**src/hw/rtl/substring_find_all_unit_macros.svh**
```systemverilog
// ----------------------------------------------------------------------------
// substring_find_all_unit assertion macros
// Shorthand for clocked implication checks with an active-low reset.
// ----------------------------------------------------------------------------
`ifndef SUBSTRING_FIND_ALL_UNIT_MACROS_SVH
`define SUBSTRING_FIND_ALL_UNIT_MACROS_SVH

// Same-cycle implication.
`define SFA_ASSERT_IMPL(label, clk, rst_n, ante, cons) \
    label: assert property (@(posedge clk) disable iff (!rst_n) (ante) |-> (cons)) \
        else $error("substring_find_all_unit: same-cycle check failed");

// Next-cycle implication.
`define SFA_ASSERT_NEXT(label, clk, rst_n, ante, cons) \
    label: assert property (@(posedge clk) disable iff (!rst_n) (ante) |=> (cons)) \
        else $error("substring_find_all_unit: next-cycle check failed");

`endif

```
**src/hw/rtl/sfa_pkg.sv**
```systemverilog
// ----------------------------------------------------------------------------
// sfa_pkg
// Shared constants and types of the substring search unit.
// ----------------------------------------------------------------------------
package sfa_pkg;

    localparam int MAX_PATTERN = 8;
    localparam int MAX_TEXT    = 65536;

    localparam int BYTE_W  = 8;
    localparam int PAT_W   = MAX_PATTERN * BYTE_W;
    localparam int LEN_W   = 4;
    localparam int PIDX_W  = (MAX_PATTERN > 1) ? $clog2(MAX_PATTERN) : 1;
    localparam int WIN_D   = (MAX_PATTERN > 1) ? MAX_PATTERN - 1 : 1;
    localparam int POS_W   = $clog2(MAX_TEXT);
    localparam int IDX_W   = 16;
    localparam int CNT_W   = 16;

    localparam int CFG_IDX_W = 2;
    localparam logic [CFG_IDX_W-1:0] CFG_PATTERN_BYTES  = CFG_IDX_W'(0);
    localparam logic [CFG_IDX_W-1:0] CFG_PATTERN_LENGTH = CFG_IDX_W'(1);

    localparam int QUEUE_DEPTH = 2;
    localparam int QPTR_W      = (QUEUE_DEPTH > 1) ? $clog2(QUEUE_DEPTH) : 1;
    localparam int QCNT_W      = $clog2(QUEUE_DEPTH + 1);

    // One classified byte that produces a result
    typedef struct packed {
        logic             hit;
        logic [IDX_W-1:0] start;
        logic             last;
        logic             ovf;
    } sfa_entry_t;

    typedef struct packed {
        logic full;
        logic empty;
    } sfa_qstat_t;

endpackage

```
**src/hw/rtl/sfa_front.sv**
```systemverilog
// ----------------------------------------------------------------------------
// sfa_front
// Takes text bytes, compares the pattern against the byte window and queues
// a request for every byte that completes a match or ends the text.
// ----------------------------------------------------------------------------
module sfa_front
    import sfa_pkg::*;
(
    input  logic              clk,
    input  logic              rst_n,
    input  logic [PAT_W-1:0]  pattern_bytes,
    input  logic [LEN_W-1:0]  pattern_length,
    input  logic              in_valid,
    output logic              in_ready,
    input  logic [BYTE_W-1:0] text_byte,
    input  logic              last_byte,
    input  sfa_qstat_t        q_stat,
    output logic              q_push,
    output sfa_entry_t        q_entry
);

    localparam logic [POS_W-1:0] POS_MAX = POS_W'(MAX_TEXT - 1);

    logic [BYTE_W-1:0] window_reg  [WIN_D];
    logic [BYTE_W-1:0] window_next [WIN_D];
    logic [POS_W-1:0]  position_reg, position_next;
    logic              overflowed_reg, overflowed_next;

    logic                accept;
    logic                len_ok;
    logic [MAX_PATTERN-1:0] byte_ok;
    logic                hit;
    logic                ovf_now;
    logic [POS_W-1:0]    start_pos;
    logic [POS_W+IDX_W-1:0] start_ext;
    logic [BYTE_W-1:0]   recent [MAX_PATTERN];
    logic [PIDX_W-1:0]   pidx   [MAX_PATTERN];

    assign in_ready = !q_stat.full;
    assign accept   = in_valid && in_ready;

    // recent[0] is the current byte, recent[k] the byte k places back
    always_comb
    begin
        recent[0] = text_byte;
        for (int k = 1; k < MAX_PATTERN; k++)
        begin
            recent[k] = window_reg[k-1];
        end
    end

    always_comb
    begin
        len_ok = (pattern_length != '0)
              && ({1'b0, pattern_length} <= (LEN_W+1)'(MAX_PATTERN))
              && (({1'b0, position_reg} + (POS_W+1)'(1)) >= (POS_W+1)'(pattern_length));
        for (int k = 0; k < MAX_PATTERN; k++)
        begin
            pidx[k]    = PIDX_W'(pattern_length - LEN_W'(1) - LEN_W'(k));
            byte_ok[k] = (LEN_W'(k) >= pattern_length)
                      || (pattern_bytes[pidx[k]*BYTE_W +: BYTE_W] == recent[k]);
        end
        hit       = len_ok && (&byte_ok);
        start_pos = position_reg - POS_W'(pattern_length) + POS_W'(1);
        start_ext = {{IDX_W{1'b0}}, start_pos};
        ovf_now   = overflowed_reg || ((position_reg == POS_MAX) && !last_byte);
    end

    always_comb
    begin
        q_push        = accept && (hit || last_byte);
        q_entry.hit   = hit;
        q_entry.start = hit ? start_ext[IDX_W-1:0] : '0;
        q_entry.last  = last_byte;
        q_entry.ovf   = ovf_now;
    end

    always_comb
    begin
        window_next     = window_reg;
        position_next   = position_reg;
        overflowed_next = overflowed_reg;
        if (accept)
        begin
            if (last_byte)
            begin
                for (int k = 0; k < WIN_D; k++)
                begin
                    window_next[k] = '0;
                end
                position_next   = '0;
                overflowed_next = 1'b0;
            end
            else
            begin
                window_next[0] = text_byte;
                for (int k = 1; k < WIN_D; k++)
                begin
                    window_next[k] = window_reg[k-1];
                end
                if (position_reg != POS_MAX)
                begin
                    position_next = position_reg + POS_W'(1);
                end
                overflowed_next = ovf_now;
            end
        end
    end

    always_ff @(posedge clk or negedge rst_n)
    begin
        if (!rst_n)
        begin
            for (int k = 0; k < WIN_D; k++)
            begin
                window_reg[k] <= '0;
            end
            position_reg   <= '0;
            overflowed_reg <= 1'b0;
        end
        else
        begin
            window_reg     <= window_next;
            position_reg   <= position_next;
            overflowed_reg <= overflowed_next;
        end
    end

endmodule

```
**src/hw/rtl/sfa_queue.sv**
```systemverilog
// ----------------------------------------------------------------------------
// sfa_queue
// Small FIFO of classified requests between front and back.
// ----------------------------------------------------------------------------
module sfa_queue
    import sfa_pkg::*;
(
    input  logic       clk,
    input  logic       rst_n,
    input  logic       push,
    input  sfa_entry_t push_entry,
    input  logic       pop,
    output sfa_entry_t head_entry,
    output sfa_qstat_t stat
);

    sfa_entry_t        mem_reg [QUEUE_DEPTH];
    logic [QPTR_W-1:0] wr_ptr_reg, wr_ptr_next;
    logic [QPTR_W-1:0] rd_ptr_reg, rd_ptr_next;
    logic [QCNT_W-1:0] count_reg, count_next;
    logic              do_push, do_pop;

    assign stat.full  = (count_reg == QCNT_W'(QUEUE_DEPTH));
    assign stat.empty = (count_reg == '0);
    assign do_push    = push && !stat.full;
    assign do_pop     = pop && !stat.empty;
    assign head_entry = mem_reg[rd_ptr_reg];

    always_comb
    begin
        wr_ptr_next = wr_ptr_reg;
        rd_ptr_next = rd_ptr_reg;
        count_next  = count_reg;
        if (do_push)
        begin
            wr_ptr_next = (wr_ptr_reg == QPTR_W'(QUEUE_DEPTH - 1)) ? '0 : wr_ptr_reg + QPTR_W'(1);
        end
        if (do_pop)
        begin
            rd_ptr_next = (rd_ptr_reg == QPTR_W'(QUEUE_DEPTH - 1)) ? '0 : rd_ptr_reg + QPTR_W'(1);
        end
        if (do_push && !do_pop)
        begin
            count_next = count_reg + QCNT_W'(1);
        end
        else if (do_pop && !do_push)
        begin
            count_next = count_reg - QCNT_W'(1);
        end
    end

    always_ff @(posedge clk)
    begin
        if (do_push)
        begin
            mem_reg[wr_ptr_reg] <= push_entry;
        end
    end

    always_ff @(posedge clk or negedge rst_n)
    begin
        if (!rst_n)
        begin
            wr_ptr_reg <= '0;
            rd_ptr_reg <= '0;
            count_reg  <= '0;
        end
        else
        begin
            wr_ptr_reg <= wr_ptr_next;
            rd_ptr_reg <= rd_ptr_next;
            count_reg  <= count_next;
        end
    end

endmodule

```
**src/hw/rtl/sfa_back.sv**
```systemverilog
// ----------------------------------------------------------------------------
// sfa_back
// Keeps the per-text match count and first start, and builds each result in
// the output register.
// ----------------------------------------------------------------------------
module sfa_back
    import sfa_pkg::*;
(
    input  logic             clk,
    input  logic             rst_n,
    input  sfa_entry_t       head_entry,
    input  sfa_qstat_t       q_stat,
    output logic             q_pop,
    output logic             out_valid,
    input  logic             out_ready,
    output logic             match_found,
    output logic [IDX_W-1:0] match_start,
    output logic [CNT_W-1:0] match_total,
    output logic [IDX_W-1:0] first_start,
    output logic             none_found,
    output logic             done_res,
    output logic             overflow
);

    logic [CNT_W-1:0] occ_reg, occ_next;
    logic [IDX_W-1:0] first_reg, first_next;
    logic             seen_reg, seen_next;

    logic             valid_reg, valid_next;
    logic             found_reg;
    logic [IDX_W-1:0] start_reg;
    logic [CNT_W-1:0] total_reg;
    logic [IDX_W-1:0] fstart_reg;
    logic             none_reg;
    logic             done_reg;
    logic             ovf_reg;

    logic [CNT_W-1:0] occ_upd;
    logic [IDX_W-1:0] first_upd;
    logic             seen_upd;

    assign q_pop = !q_stat.empty && (!valid_reg || out_ready);

    always_comb
    begin
        occ_upd   = (head_entry.hit && (occ_reg != '1)) ? occ_reg + CNT_W'(1) : occ_reg;
        first_upd = (head_entry.hit && !seen_reg) ? head_entry.start : first_reg;
        seen_upd  = seen_reg || head_entry.hit;

        occ_next   = occ_reg;
        first_next = first_reg;
        seen_next  = seen_reg;
        valid_next = valid_reg && !out_ready;
        if (q_pop)
        begin
            valid_next = 1'b1;
            if (head_entry.last)
            begin
                occ_next   = '0;
                first_next = '0;
                seen_next  = 1'b0;
            end
            else
            begin
                occ_next   = occ_upd;
                first_next = first_upd;
                seen_next  = seen_upd;
            end
        end
    end

    always_ff @(posedge clk or negedge rst_n)
    begin
        if (!rst_n)
        begin
            occ_reg   <= '0;
            first_reg <= '0;
            seen_reg  <= 1'b0;
            valid_reg <= 1'b0;
        end
        else
        begin
            occ_reg   <= occ_next;
            first_reg <= first_next;
            seen_reg  <= seen_next;
            valid_reg <= valid_next;
        end
    end

    // result payload
    always_ff @(posedge clk)
    begin
        if (q_pop)
        begin
            found_reg  <= head_entry.hit;
            start_reg  <= head_entry.start;
            total_reg  <= occ_upd;
            fstart_reg <= first_upd;
            none_reg   <= head_entry.last && !seen_upd;
            done_reg   <= head_entry.last;
            ovf_reg    <= head_entry.ovf;
        end
    end

    assign out_valid   = valid_reg;
    assign match_found = found_reg;
    assign match_start = start_reg;
    assign match_total = total_reg;
    assign first_start = fstart_reg;
    assign none_found  = none_reg;
    assign done_res    = done_reg;
    assign overflow    = ovf_reg;

endmodule

```
**src/hw/rtl/substring_find_all_unit.sv**
```systemverilog
// ----------------------------------------------------------------------------
// substring_find_all_unit
// Streaming search for every occurrence of a pattern of up to eight bytes.
// ----------------------------------------------------------------------------
// Text enters one byte per request on s_axis, tlast on the final byte. Every
// byte is checked against the configured pattern in the cycle it is taken,
// using a window of the previous seven bytes, so the unit sustains one byte
// per clock while the queue is not full; the compare and the queue push
// happen in that same cycle, and the result register sits behind the queue. A result
// request leaves when an occurrence ends at a byte (match_found set, with
// its start index) or when the byte is final (done, carried on tlast, with
// the total, the first start and none_found). Bytes that do neither give no
// result. Only bytes of the current text take part in a match. Positions
// saturate at MAX_TEXT-1, and the overflow flag marks texts longer than MAX_TEXT bytes.
// pattern_length 0 or above 8 never matches. Write the pattern (index 0) and
// its length (index 1) over cfg only while the unit is idle; other indexes
// are ignored. A two-entry queue parts the front compare from the result
// register, so a stalled m_axis holds s_axis off only once the queue fills.
// ----------------------------------------------------------------------------
`include "substring_find_all_unit_macros.svh"

module substring_find_all_unit
    import sfa_pkg::*;
(
    input  logic                 clk,
    input  logic                 rst_n,
    // configuration write channel
    input  logic                 cfg_valid,
    output logic                 cfg_ready,
    input  logic [CFG_IDX_W-1:0] cfg_index,
    input  logic [PAT_W-1:0]     cfg_data,
    // text stream
    input  logic                 s_axis_tvalid,
    output logic                 s_axis_tready,
    input  logic [7:0]           s_axis_tdata,   // [7:0] text_byte
    input  logic                 s_axis_tlast,   // last_byte
    // result stream
    output logic                 m_axis_tvalid,
    input  logic                 m_axis_tready,
    output logic [47:0]          m_axis_tdata,   // [15:0] match_start, [31:16] match_total,
                                                 // [47:32] first_start
    output logic [2:0]           m_axis_tuser,   // [0] match_found, [1] none_found,
                                                 // [2] overflow
    output logic                 m_axis_tlast    // done_res
);

    logic [PAT_W-1:0] pattern_bytes_reg;
    logic [LEN_W-1:0] pattern_length_reg;

    sfa_qstat_t       q_stat;
    sfa_entry_t       push_entry;
    sfa_entry_t       head_entry;
    logic             q_push;
    logic             q_pop;

    logic             match_found;
    logic [IDX_W-1:0] match_start;
    logic [CNT_W-1:0] match_total;
    logic [IDX_W-1:0] first_start;
    logic             none_found;
    logic             done_res;
    logic             overflow;

    // Config registers: always ready, unknown indexes dropped
    assign cfg_ready = 1'b1;

    always_ff @(posedge clk or negedge rst_n)
    begin
        if (!rst_n)
        begin
            pattern_bytes_reg  <= '0;
            pattern_length_reg <= '0;
        end
        else if (cfg_valid && cfg_ready)
        begin
            case (cfg_index)
                CFG_PATTERN_BYTES:  pattern_bytes_reg  <= cfg_data;
                CFG_PATTERN_LENGTH: pattern_length_reg <= cfg_data[LEN_W-1:0];
                default:            ;
            endcase
        end
    end

    sfa_front u_front (
        .clk            (clk),
        .rst_n          (rst_n),
        .pattern_bytes  (pattern_bytes_reg),
        .pattern_length (pattern_length_reg),
        .in_valid       (s_axis_tvalid),
        .in_ready       (s_axis_tready),
        .text_byte      (s_axis_tdata),
        .last_byte      (s_axis_tlast),
        .q_stat         (q_stat),
        .q_push         (q_push),
        .q_entry        (push_entry)
    );

    sfa_queue u_queue (
        .clk        (clk),
        .rst_n      (rst_n),
        .push       (q_push),
        .push_entry (push_entry),
        .pop        (q_pop),
        .head_entry (head_entry),
        .stat       (q_stat)
    );

    sfa_back u_back (
        .clk         (clk),
        .rst_n       (rst_n),
        .head_entry  (head_entry),
        .q_stat      (q_stat),
        .q_pop       (q_pop),
        .out_valid   (m_axis_tvalid),
        .out_ready   (m_axis_tready),
        .match_found (match_found),
        .match_start (match_start),
        .match_total (match_total),
        .first_start (first_start),
        .none_found  (none_found),
        .done_res    (done_res),
        .overflow    (overflow)
    );

    assign m_axis_tdata = {first_start, match_total, match_start};
    assign m_axis_tuser = {overflow, none_found, match_found};
    assign m_axis_tlast = done_res;

    // Text side only stalls when the queue is full
    `SFA_ASSERT_IMPL(a_stall_only_full, clk, rst_n, !s_axis_tready, q_stat.full)
    // A match always counts at least one occurrence
    `SFA_ASSERT_IMPL(a_match_counted, clk, rst_n, m_axis_tvalid && m_axis_tuser[0],
        m_axis_tdata[31:16] != 16'd0)
    // No-match report only at end of text, with nothing counted
    `SFA_ASSERT_IMPL(a_none_consistent, clk, rst_n, m_axis_tvalid && m_axis_tuser[1],
        m_axis_tlast && !m_axis_tuser[0] && (m_axis_tdata[31:16] == 16'd0))

endmodule
```
**config.mk**
```make
export PLATFORM = sky130hd
export DESIGN_NAME = substring_find_all_unit
export DESIGN_NICKNAME = d
export VERILOG_FILES = /design/src/hw/rtl/sfa_pkg.sv /design/src/hw/rtl/sfa_front.sv /design/src/hw/rtl/sfa_queue.sv /design/src/hw/rtl/sfa_back.sv /design/src/hw/rtl/substring_find_all_unit.sv
export VERILOG_INCLUDE_DIRS = /design/src /design/src/hw/rtl
export SDC_FILE = /design/constraint.sdc
export NUM_CORES = 1
export LEC_CHECK = 0
export BUFFER_PORTS_ARGS = -buffer_cell sky130_fd_sc_hd__buf_2
export CORE_UTILIZATION = 50
export CTS_BUF_LIST = sky130_fd_sc_hd__clkbuf_4 sky130_fd_sc_hd__clkbuf_8
export DETAILED_ROUTE_END_ITERATION = 7
export GPL_ROUTABILITY_DRIVEN = 0
export PLACE_DENSITY = 0.71
export SETUP_SLACK_MARGIN = 0.02
export SLEW_MARGIN = 20
export SYNTH_ARGS = -nofsm -noshare
export SYNTH_HDL_FRONTEND = slang
export SYNTH_SLANG_ARGS = --single-unit
```
**constraint.sdc**
```tcl
create_clock -name clk -period 4.5 [get_ports clk]
set_clock_uncertainty 0.1 [all_clocks]
set_input_delay 0.225 -clock clk [delete_from_list [all_inputs] [get_ports clk]]
set_output_delay 0.225 -clock clk [all_outputs]
set_load 0.01 [all_outputs]
```
### Word-level counts from Yosys, hierarchy flattened

Memories as Yosys holds them, arrays and structs flattened.
Cells that the tools add are included.

| operators by class | value |
|---|---|
| add/subtract/negate cells | 17 |
| order comparisons | 10 |
| eq/ne operators | 13 |
| shifts and indexed selects | 8 |
| multiplexer cells | 17 |
| reductions and logical operators | 45 |

Operators with widths:

| cell | number |
|---|---|
| 64-bit by 7-bit variable part select with 8-bit output | 8 |
| 16-bit two-way mux | 7 |
| 8-bit equality test | 8 |
| 56-bit two-way mux | 1 |
| 16-bit by 1-bit adder with 16-bit output (second input constant) | 3 |
| 16-bit inequality test (second input constant) | 2 |
| 16-bit by 1-bit adder with 17-bit output (second input constant) | 1 |
| 17-bit by 4-bit greater-or-equal comparator with 1-bit output | 1 |
| 16-bit equality test (second input constant) | 1 |
| 3-bit by 4-bit greater-or-equal comparator with 1-bit output (first input constant) | 4 |
| 16-bit by 4-bit subtractor with 16-bit output | 1 |
| 1-bit logical AND | 15 |
| 1-bit logical OR | 12 |
| 3-bit subtractor (second input constant) | 4 |
| 1-bit zero test | 9 |
| 1-bit by 4-bit greater-or-equal comparator with 1-bit output (first input constant) | 2 |
| 2-bit by 4-bit greater-or-equal comparator with 1-bit output (first input constant) | 2 |
| 8-bit AND reduction | 1 |
| 1-bit two-way mux | 7 |
| 2-bit AND reduction | 3 |
| 3-bit by 1-bit subtractor with 3-bit output (second input constant) | 2 |
| 3-bit by 2-bit subtractor with 3-bit output (second input constant) | 2 |
| 4-bit less-or-equal comparator (second input constant) | 1 |
| 2-bit zero test | 2 |
| 8 further kinds | 11 |

| word-level totals | value |
|---|---|
| flip-flop bits (word level) | 231 |
| RAM bits | 38 |
| input bits | 80 |
| memories | 1 |

Memory list:

| name | depth | width | rd ports | clocked after memory_dff | write ports | line | source |
|---|---|---|---|---|---|---|---|
| u_queue.mem_reg | 2 | 19 | 1 | 0 | 1 | sfa_queue.sv:17 | `sfa_entry_t mem_reg [QUEUE_DEPTH];` |

### Depth between registers and ports, before layout

| depth | value |
|---|---|
| word-level depth | 14 |
| gate-level depth with buffers | 21 |
| depth with buffers taken out | 14 |

### Cells and area by module

From an unflattened synthesis, not the netlist that was laid out.

| second synthesis, totals | value |
|---|---|
| cell total of the unflattened synthesis | 1324 |
| area total of the unflattened synthesis | 15961.6 µm² |

By module, submodules not included:

| module | instances | cells each | area each (µm²) | seq. area each (µm²) |
|---|---|---|---|---|
| sfa_front | 1 | 795 | 7704.9 | 1826.8 |
| sfa_back | 1 | 301 | 3812.4 | 2412.3 |
| substring_find_all_unit | 1 | 150 | 2877.8 | 1701.6 |
| sfa_queue | 1 | 78 | 1566.5 | 1241.2 |

### Least setup slack after synthesis

No wires, ideal clock.

| path | value |
|---|---|
| path kind | register to register |
| start | register pattern_length_reg[0] |
| end | memory u_queue.mem_reg[1][0] (netlist bit) (enable) |
| library setup time | 377 ps |
| arrival | 4160 ps |
| required time | 4023 ps |
| setup slack | -138 ps |
| cell stages (with the launch flop) | 19 |
| buffers on the path | 7 |
| cell sequence | dfrtp_1 > buf_2 > buf_4 > inv_2 > buf_2 > ha_1 > buf_6 > buf_12 > buf_12 > buf_4 > mux4_2 > xor2_1 > nor4_1 > nand4_1 > a21oi_1 > nor2_1 > nor4_4 > o21a_4 > and2_1 |

| on the way | value |
|---|---|
| cells in the longest elaborated chain, start to end | 12 |
| elaborated cells between the ends (all ways) | 52 |
| those cells by class | 8 x add/sub; 10 x order compare; 8 x eq/ne; 8 x shift; 2 x mux; 16 x reduce/logical |

Ends and longest elaborated chain:

| what | line | source |
|---|---|---|
| from (decl) | substring_find_all_unit.sv:48 | `logic [LEN_W-1:0] pattern_length_reg;` |
| from (signal assigned) | substring_find_all_unit.sv:78 | `CFG_PATTERN_LENGTH: pattern_length_reg <= cfg_data[LEN_W-1:0];` |
| 3-bit by 1-bit subtractor with 3-bit output | sfa_front.sv:59 | `pidx[k] = PIDX_W'(pattern_length - LEN_W'(1) - LEN_W'(k));` |
| 3-bit by 1-bit subtractor with 3-bit output (tied with other cells) | sfa_front.sv:59 |  |
| 64-bit by 7-bit variable part select with 8-bit output | sfa_front.sv:61 | `\|\| (pattern_bytes[pidx[k]*BYTE_W +: BYTE_W] == recent[k]);` |
| 8-bit equality test | sfa_front.sv:61 |  |
| 1-bit logical OR | sfa_front.sv:61 |  |
| 8-bit AND reduction | sfa_front.sv:63 | `hit = len_ok && (&byte_ok);` |
| 1-bit logical AND (*) | sfa_front.sv:63 |  |
| 1-bit logical OR (*) | sfa_front.sv:71 | `q_push = accept && (hit \|\| last_byte);` |
| 1-bit logical AND (*) | sfa_front.sv:71 |  |
| 1-bit logical AND (*) | sfa_queue.sv:25 | `assign do_push = push && !stat.full;` |
| net u_queue.do_push | sfa_queue.sv:21 | `logic do_push, do_pop;` |
| 1-bit two-way mux (*) | sfa_queue.sv:54 | `if (do_push)` |
| 1-bit two-way mux (implied by the code) (*) | sfa_queue.sv:56 | `mem_reg[wr_ptr_reg] <= push_entry;` |
| to (decl) | sfa_queue.sv:17 |  |

The timed path passes the listed nets; every way through them passes the cells marked *.

### Worst setup path in the final report

| path | value |
|---|---|
| start | register pattern_length_reg[1] |
| end | memory u_queue.mem_reg[1][4] (netlist bit) (enable) |

Same word-level chain as after synthesis.

==> impl_metrics.ini <==
[synthesis]
ys_types = 74
seq_area_frac_synth_pct = 46.1
synth_cells = 1288
synth_top_cell_by_area = dfrtp_1
synth-main-ff-cell = dfrtp_1
synth_edf_count = 90
ys_seq_elements = 269
synth_most_common_cell = dfrtp_1
ys_warn_count = 0
syn-num-nets = 1410
async_reset_ff_share_pct = 66.5
yosys-top-cells-area = dfrtp_1, edfxtp_1, mux4_2
synth_top_area_share_pct = 28.8
syn_avg_cell_area_um2 = 12.1
netlist_area_mm2 = 0.0156
ys_top_cells_by_count = dfrtp_1, mux2_2, nand2_1

[final_layout]
num-fill-cells = 2442
largest_reg_flops = 64
syn_to_final_growth_pct = 17.3
fin_nets = 1607
drive_gt1_share_pct = 28.2
diodes = 0
final_core_util_pct = 59.7
final_area_mm2 = 0.0183

[global_routing]
antenna_found_initial = 0
overflow = 0
grt_pass1_vias = 10700
grt_max_degree = 111
grt.total_usage_pct = 23.6
grt_pass1_wl_um = 58500

[cts]
cts.sinks = 269
clk_latency_ns = 0.59
cts_tree = done
cts_made_buffers = 44
clockBufferDepth = 3
clk_pin_slew_ns = 0.06
cts_root_buf = clkbuf_8
cts_max_level = 2

[setup_path]
reg2regPathDepth = 12
critPathLaunch = pattern_length_reg[1]$_DFFE_PN0P_
critPathCapture = u_queue.mem_reg[1][4]$_DFFE_PP_
cp_max_fo = 22
cp-end-kind = flop
r2r_setup_slack_ns = 0.09
reg2reg_from = pattern_length_reg[1]$_DFFE_PN0P_
criticalPathCategory = reg2reg
required_ns = 4.62
crit_arrival_ns = 4.53
cp-start-kind = flop
r2r-end = u_queue.mem_reg[1][4]$_DFFE_PP_

[run_status]
status = finished, final reports clean

[timing]
setup-violations-final = 0
hold_viol_final = 0
period_share_pct = 97.9
rsz0062_at_grt = no
setup-tns-final_ns = 0
worstMarginPinSlew_ns = 0.947
layout_setup_ws_ns = 0.0938
timing.fmax_ghz = 0.227
maxSlewViolCount = 0
final.min_clock_period_ns = 4.41
slew_headroom_pct = 36.9

[die]
initial_core_util_pct = 50.9
core_area_mm2 = 0.0306
num_rows = 64
dieHeight_um = 179
io_pins = 135
die_w_um = 179
die-area_mm2 = 0.0319

[place]
portBuffers = 133
pre_cts_slack_ns = 0.134
dp_hpwl_um = 25300
placed_area_mm2 = 0.0166

[route]
drc = 0
vias = 11000
routed_wl_um = 36900
first_iter_violations = 919
wl_per_cell_um = 19.3
dr.pass1.iters = 5
viasPerCell = 5.77
antenna_left = 0

[pwr]
p_clk_share_pct = 22.7
max-vdd-ir-drop_v = 0.000251
leakagePower_uw = 0.00773
p_sw_share_pct = 36.6
pwr-share-seq_pct = 37.0
p_per_area_mw_per_mm2 = 542
internal_power_uw = 6270
p_comb_share_pct = 40.4
p_switching_uw = 3620
power_uw = 9890

[worst_hold_path]
hold_path.class = in2reg

[job]
drv_cap = 0
-- through the flow --
stage / hold WS [ns] / instances
after CTS: 0.0934 / 1915
after floorplan: -0.171 / 1288
after detailed placement: 0.259 / 1760
after global placement: 0.256 / 1760
after global routing: 0.128 / 1915
final: 0.128 / 1915
-- power groups by stage --
| stage | sequential (uW) | clock (uW) | combinational, uW |
|---|---|---|---|
| detailed placement | 3690 | 0 | 3900 |
| floorplan | 3610 | 0 | 2910 |
| finish | 3660 | 2240 | 3990 |
| global route | 3730 | 2390 | 4310 |
| CTS | 3650 | 2290 | 3970 |
| global placement | 3650 | 0 | 3830 |
-- layout make-up --
| type | instances | area [um^2] | share of cell area [%] |
|---|---|---|---|
| Clock buffer | 62 | 785 | 4.29 |
| Clock inverter | 18 | 149 | 0.815 |
| Inverter | 27 | 101 | 0.555 |
| Multi-Input combinational cell | 909 | 7900 | 43.2 |
| Sequential cell | 269 | 7180 | 39.3 |
| Tap cell | 396 | 495 | 2.71 |
| Timing Repair Buffer | 234 | 1660 | 9.06 |
-- cell usage in the layout, fill, tap and decap left out, types with 13 or more instances in the layout --
cell	Yosys	final
edfxtp_1	90	90
xnor2_1	51	51
nand2_1	104	103
a21oi_1	22	22
buf_2	13	132
inv_1	26	25
buf_4	10	23
and2_1	23	22
nand2b_1	59	59
nor2_1	22	22
nand4_1	16	16
nand3_1	14	14
nor2b_1	13	13
dlygate4sd3_1	0	75
mux2i_1	65	65
o21ai_0	97	97
mux2_2	109	109
clkbuf_8	0	51
dfrtp_1	179	178
mux4_2	63	63
a22o_1	23	23
ha_1	41	39
xor2_1	60	60
-- per-layer routing --
layer  global-route usage (%)  routed length, um  up-vias
met5                        0                  0        -
met4                     8.05               1100        0
met3                     3.62               2660       71
met2                     35.2              16300      452
met1                     35.1              16800     5381
li1                         -                  -     5138
-- cell families after synthesis --
logic type                 after synthesis  synth area share [%]
and+or+nand+nor                        299                  10.1
DFF                                    269                  46.1
muxes                                  240                  21.6
AOI/OAI and AO/OA                      214                  8.77
xor gates and xnor gates               113                  6.49
buffers and inverters                  110                  3.40
adders and majority gates               42                  3.42
other                                    1                0.0241
-- how the worst min path moves through the flow --
| stage | cells past startpoint | endpoint | from |
|---|---|---|---|
| finish | 3 | pattern_length_reg[3]$_DFFE_PN0P_ | cfg_valid |
| global route | 3 | pattern_length_reg[3]$_DFFE_PN0P_ | cfg_valid |
| CTS | 3 | pattern_length_reg[3]$_DFFE_PN0P_ | cfg_valid |
| detailed placement | 1 | u_back.first_reg[9]$_DFFE_PN0P_ | rst_n |
| global placement | 1 | u_back.first_reg[9]$_DFFE_PN0P_ | rst_n |
| floorplan | 0 | pattern_bytes_reg[0]$_DFFE_PN0P_ | rst_n |
-- what timing repair did --
action | 4_1_cts | 5_1_grt
hold buffers | 75 | 0
endpoints found under the setup margin | 0 | 38
hold endpoints to repair | 172 | 0
resized for setup | 0 | 1
buffers inserted | 0 | 0
-- critical path, stage by stage, from the launching register on --
cell      delay, ns
dfrtp_1        0.34
inv_1          0.11
ha_4           0.34
buf_4          0.34
mux4_2         0.55
mux2i_1        0.17
xor2_1         0.21
nand4_1        0.12
nor4_1         0.52
o221ai_1       0.24
nor4_4         0.35
o21a_4         0.20
and2_2         0.44
No activity file was read; power rests on OpenSTA's default activity.
